`src/rtl/core/gwwb_pkg.sv`:
```
`timescale 1ns / 1ps
package gwwb_pkg;
    localparam int MAX_PIXELS = 1048576;
    localparam int ADDR_W = $clog2(MAX_PIXELS);
    localparam int CNT_W = $clog2(MAX_PIXELS + 1);
    localparam int SUM_W = $clog2(MAX_PIXELS * 255 + 1);
    localparam int NUM_W = SUM_W + 8;
    localparam logic CMD_LOAD = 1'b0;
    localparam logic CMD_DRAIN = 1'b1;

    typedef enum logic [1:0] {
        ST_IDLE,
        ST_SETUP,
        ST_DIVIDE,
        ST_DRAIN
    } state_t;
endpackage

```
`src/rtl/core/gwwb_divider.sv`:
```
`timescale 1ns / 1ps
module gwwb_divider
    import gwwb_pkg::*;
(
    input  logic             clk,
    input  logic             rst_n,
    input  logic             go,
    input  logic [NUM_W-1:0] numer,
    input  logic [SUM_W-1:0] denom,
    output logic             done,
    output logic [7:0]       quot
);
    localparam int STEP_W = $clog2(NUM_W + 1);

    logic [NUM_W-1:0]  num_reg;
    logic [NUM_W-1:0]  q_reg;
    logic [SUM_W:0]    rem_reg;
    logic [SUM_W-1:0]  den_reg;
    logic [STEP_W-1:0] step_reg;
    logic              run_reg;
    logic [SUM_W:0]    shifted;
    logic              fits;

    // restoring division, one quotient bit a cycle
    assign shifted = {rem_reg[SUM_W-1:0], num_reg[NUM_W-1]};
    assign fits = shifted >= {1'b0, den_reg};

    always_ff @(posedge clk or negedge rst_n)
    begin
        if (!rst_n)
        begin
            run_reg <= 1'b0;
            step_reg <= '0;
        end
        else if (go)
        begin
            run_reg <= 1'b1;
            step_reg <= STEP_W'(NUM_W);
        end
        else if (run_reg)
        begin
            step_reg <= step_reg - 1'b1;
            if (step_reg == STEP_W'(1))
                run_reg <= 1'b0;
        end
    end

    always_ff @(posedge clk)
    begin
        if (go)
        begin
            num_reg <= numer;
            den_reg <= denom;
            rem_reg <= '0;
            q_reg <= '0;
        end
        else if (run_reg)
        begin
            num_reg <= {num_reg[NUM_W-2:0], 1'b0};
            rem_reg <= fits ? (shifted - {1'b0, den_reg}) : shifted;
            q_reg <= {q_reg[NUM_W-2:0], fits};
        end
    end

    assign done = run_reg && step_reg == STEP_W'(1);
    // saturate to 255, quotient taken with the final bit
    logic [NUM_W-1:0] q_full;
    assign q_full = {q_reg[NUM_W-2:0], fits};
    assign quot = (q_full > NUM_W'(255)) ? 8'd255 : q_full[7:0];
endmodule

```
`config.mk`:
```
export PLATFORM = sky130hd
export DESIGN_NAME = gwwb_divider
export DESIGN_NICKNAME = d
export VERILOG_FILES = /design/src/rtl/core/gwwb_pkg.sv /design/src/rtl/core/gwwb_divider.sv
export SDC_FILE = /design/constraint.sdc
export NUM_CORES = 1
export LEC_CHECK = 0
export BUFFER_PORTS_ARGS = -buffer_cell sky130_fd_sc_hd__buf_2
export CELL_PAD_IN_SITES_DETAIL_PLACEMENT = 0
export CELL_PAD_IN_SITES_GLOBAL_PLACEMENT = 1
export CORE_ASPECT_RATIO = 0.9
export CORE_MARGIN = 5
export CORE_UTILIZATION = 42
export DETAILED_ROUTE_END_ITERATION = 8
export PLACE_DENSITY_LB_ADDON = 0.12
export SETUP_SLACK_MARGIN = 0.05
export SLEW_MARGIN = 10
export SYNTH_ARGS = -nofsm -noshare
export SYNTH_HDL_FRONTEND = slang
export SYNTH_SLANG_ARGS = --single-unit
```
`constraint.sdc`:
```
create_clock -name clk -period 2.8 [get_ports clk]
set_input_delay 0.28 -clock clk [delete_from_list [all_inputs] [get_ports clk]]
set_output_delay 0.28 -clock clk [all_outputs]
set_load 0.05 [all_outputs]
```
==> reports/results.ini <==
[logic_synthesis]
muxShareOfSynthArea_pct = 13.1
synth_edf_count = 64
synth_compound_area_share_pct = 12.9
synth_top_cell_area_share_pct = 27.3
syn_nets = 765
synth_flop_cell = edfxtp_1
synth_area_um2 = 7040
yosysTopAreaCell = edfxtp_1
yosys.cell_count.top_type = nor2_1
synth_warnings = 0
syn-mean-instance-area_um2 = 10.6
synth_fa_ha_area_share_pct = 5.61
synth-seq-cells = 134
synthArstFlopShare_pct = 5.22
synth_area_leaders = edfxtp_1 (27%), dfxtp_1 (18%), mux2i_1 (7.4%)
ys_seq_area_share_pct = 47.7
yosys.area_share.simple_pct = 13.7
synthDistinctLibCells = 69
synthCells = 667
synth_top_family_by_area = simple AND/OR/NAND/NOR gates
synthTopCellsByCount = nor2_1 (82), edfxtp_1 (64), dfxtp_1 (63)
synth_xor_area_share_pct = 2.74

[clock_tree]
cts_sinks = 134
cts_tree = built
clk_latency_ps = 420
clock-root-buffer = clkbuf_16
clkTransAtPathRegs_ps = 60
htreeDepth = 4
clockBufferDepth = 2
cts_buffers = 17

[power]
p_total_uw = 8430
power_density_nw_per_um2 = 936
ir_drop_v = 0.000905
leakagePower_uw = 0.00404

[floorplan]
dieArea_um2 = 19500
io_pins = 76
rows = 45
fp.dieW_um = 146
fp.dieH_um = 133
core_um2 = 16700
start_util_pct = 42.3

[detailed_routing]
wl_mm = 16.0
drt_iter0_markers = 263
vias_per_cell = 5.24
wl_per_cell_um = 15.7
vias = 5360
drc = 0
postRouteAntennaNets = 0
drt_first_pass_iters = 5

[layout]
drive_above_1_share_pct = 33.7
diodes = 0
syn_to_final_growth_pct = 27.9
largest_reg_flops = 36
finish.net_count = 896

[timing]
setup_violations = 1
fin_ws_ps = -311
grt_setup_unrepaired = true
tightestPinTransition_ps = 852
fmax_ghz = 0.321
hold_ws_ps = 26.7
finalMaxSlewViolations = 0
skew_ps = 12.5
finalSetupTns_ps = -311
fin_crit_ps = 3110
hold_viol_final = 0
relSlewSlack_pct = 43.2
min_period_over_period_pct = 111

[setup_path]
crit_family = simple AND/OR/NAND/NOR gates
end_kind = output pin
cp_slowest_cell = edfxtp_1
crit_path_max_incr_delay_ps = 390
path_buf_inv = 2
worst_setup_path_start_kind = flop
crit_top_cell = a211oi_4
crit_type = reg2out
r2r_slack_ps = 130
worstPathCellList = inv_2, ha_4, and3_4, a211oi_4, o21ai_2, a211oi_4, a211oi_4, or2_4, or3_4, buf_8
regToRegStartpoint = den_reg[9]$_DFFE_PP_
worstPathRequired_ps = 2520
cp_max_fo = 5
cp-startpoint = den_reg[9]$_DFFE_PP_
arrival_ps = 2830

[grt]
grt_pass1_wl_mm = 26.7
grt_overflow = 0
antenna_found_initial = 3
track_usage_pct = 16.7
grt_pass1_vias = 5527
grt_max_degree = 55

[hold_path]
hp-start = denom[23]
min_path_type = in2reg

[outcome]
violations = negative setup slack
status = finished, violations left

[job]
max_cap_violations = 0

[placed_design]
gp_routability_congestion = 0.802
hpwl_mm = 11.0
io_buffers = 75
place_ws_ps = -55.7

power by group:
part	leakage [uW]	internal, uW	switching (uW)
sequential	0.00125	2350	186
clock	0.000283	1260	957
combinational	0.00250	1820	1850
cells in the final DEF (no fill, tap or decap), types with 6 or more instances in the layout:
cell type	instances
o21a_1	8
buf_2	73
a21oi_1	14
dfrtp_1	6
nor2b_1	6
nand2_1	32
nor4_1	11
o21ai_0	10
nor3b_1	7
ha_1	21
ha_4	6
or3_1	12
clkbuf_16	17
mux2_2	36
edfxtp_1	64
a21o_1	14
xor2_1	12
mux2i_1	51
nor3_1	10
a211oi_1	16
nor2_1	82
buf_4	71
xnor2_1	10
nand3_1	6
inv_1	31
dfxtp_1	63
worst paths after layout:
| check | end | cells past startpoint |
|---|---|---|
| min in group asynchronous | step_reg[5]$_DFFE_PN0P_ | 2 |
| worst max register to register | rem_reg[23]$_SDFFE_PP0P_ | 13 |
| worst max-delay path | quot[0] | 10 |
| worst min register to register | rem_reg[27]$_SDFFE_PP0P_ | 2 |
| max in group asynchronous | run_reg$_DFF_PN0_ | 2 |
| worst min-delay path | den_reg[23]$_DFFE_PP_ | 1 |
through the flow:
stage | utilization, % | std cells | area, um2
6_report | 54.1 | 1022 | 9010
4_1_cts | 52.5 | 1016 | 8750
3_5_place_dp | 48.3 | 981 | 8050
3_3_place_gp | 48.3 | 981 | 8050
5_1_grt | 54.1 | 1022 | 9010
2_1_floorplan | - | 667 | 7100
what timing repair did:
item                                    in CTS  in global routing
hold buffers                                 1                  0
endpoints found under the hold margin        7                  0
pin swaps                                   13                 24
endpoints found under the setup margin      15                 28
buffers inserted                             2                  7
resized for setup                           19                 40
final cells by class:
type / instances / area (um2)
clock inverter: 15 / 158
clock buffer: 17 / 425
timing repair buffer: 148 / 958
sequential: 134 / 3360
inverter: 34 / 128
tap: 211 / 264
fill: 1493 / 7660
multi-input combinational: 463 / 3710
logic make-up (layout without fill, tap and decap cells):
kind of cell,Yosys count,after routing
AOI/OAI and AO/OA,124,124
xor gates and xnor gates,22,22
adders and majority gates,31,31
buffers and inverters,70,214
DFF,134,134
muxes,88,88
and+or+nand+nor,198,198
routing by layer:
layer  global-route usage (%)  vias to the layer above  part of all wire, %
li1                         -                     2699                    -
met1                     21.6                     2541                   47
met2                     26.6                       95                   47
met3                     5.21                       19                  5.1
met4                     5.49                        6                 0.88
met5                        0                        -                 0.18
Power figures use the tool's default switching activity.
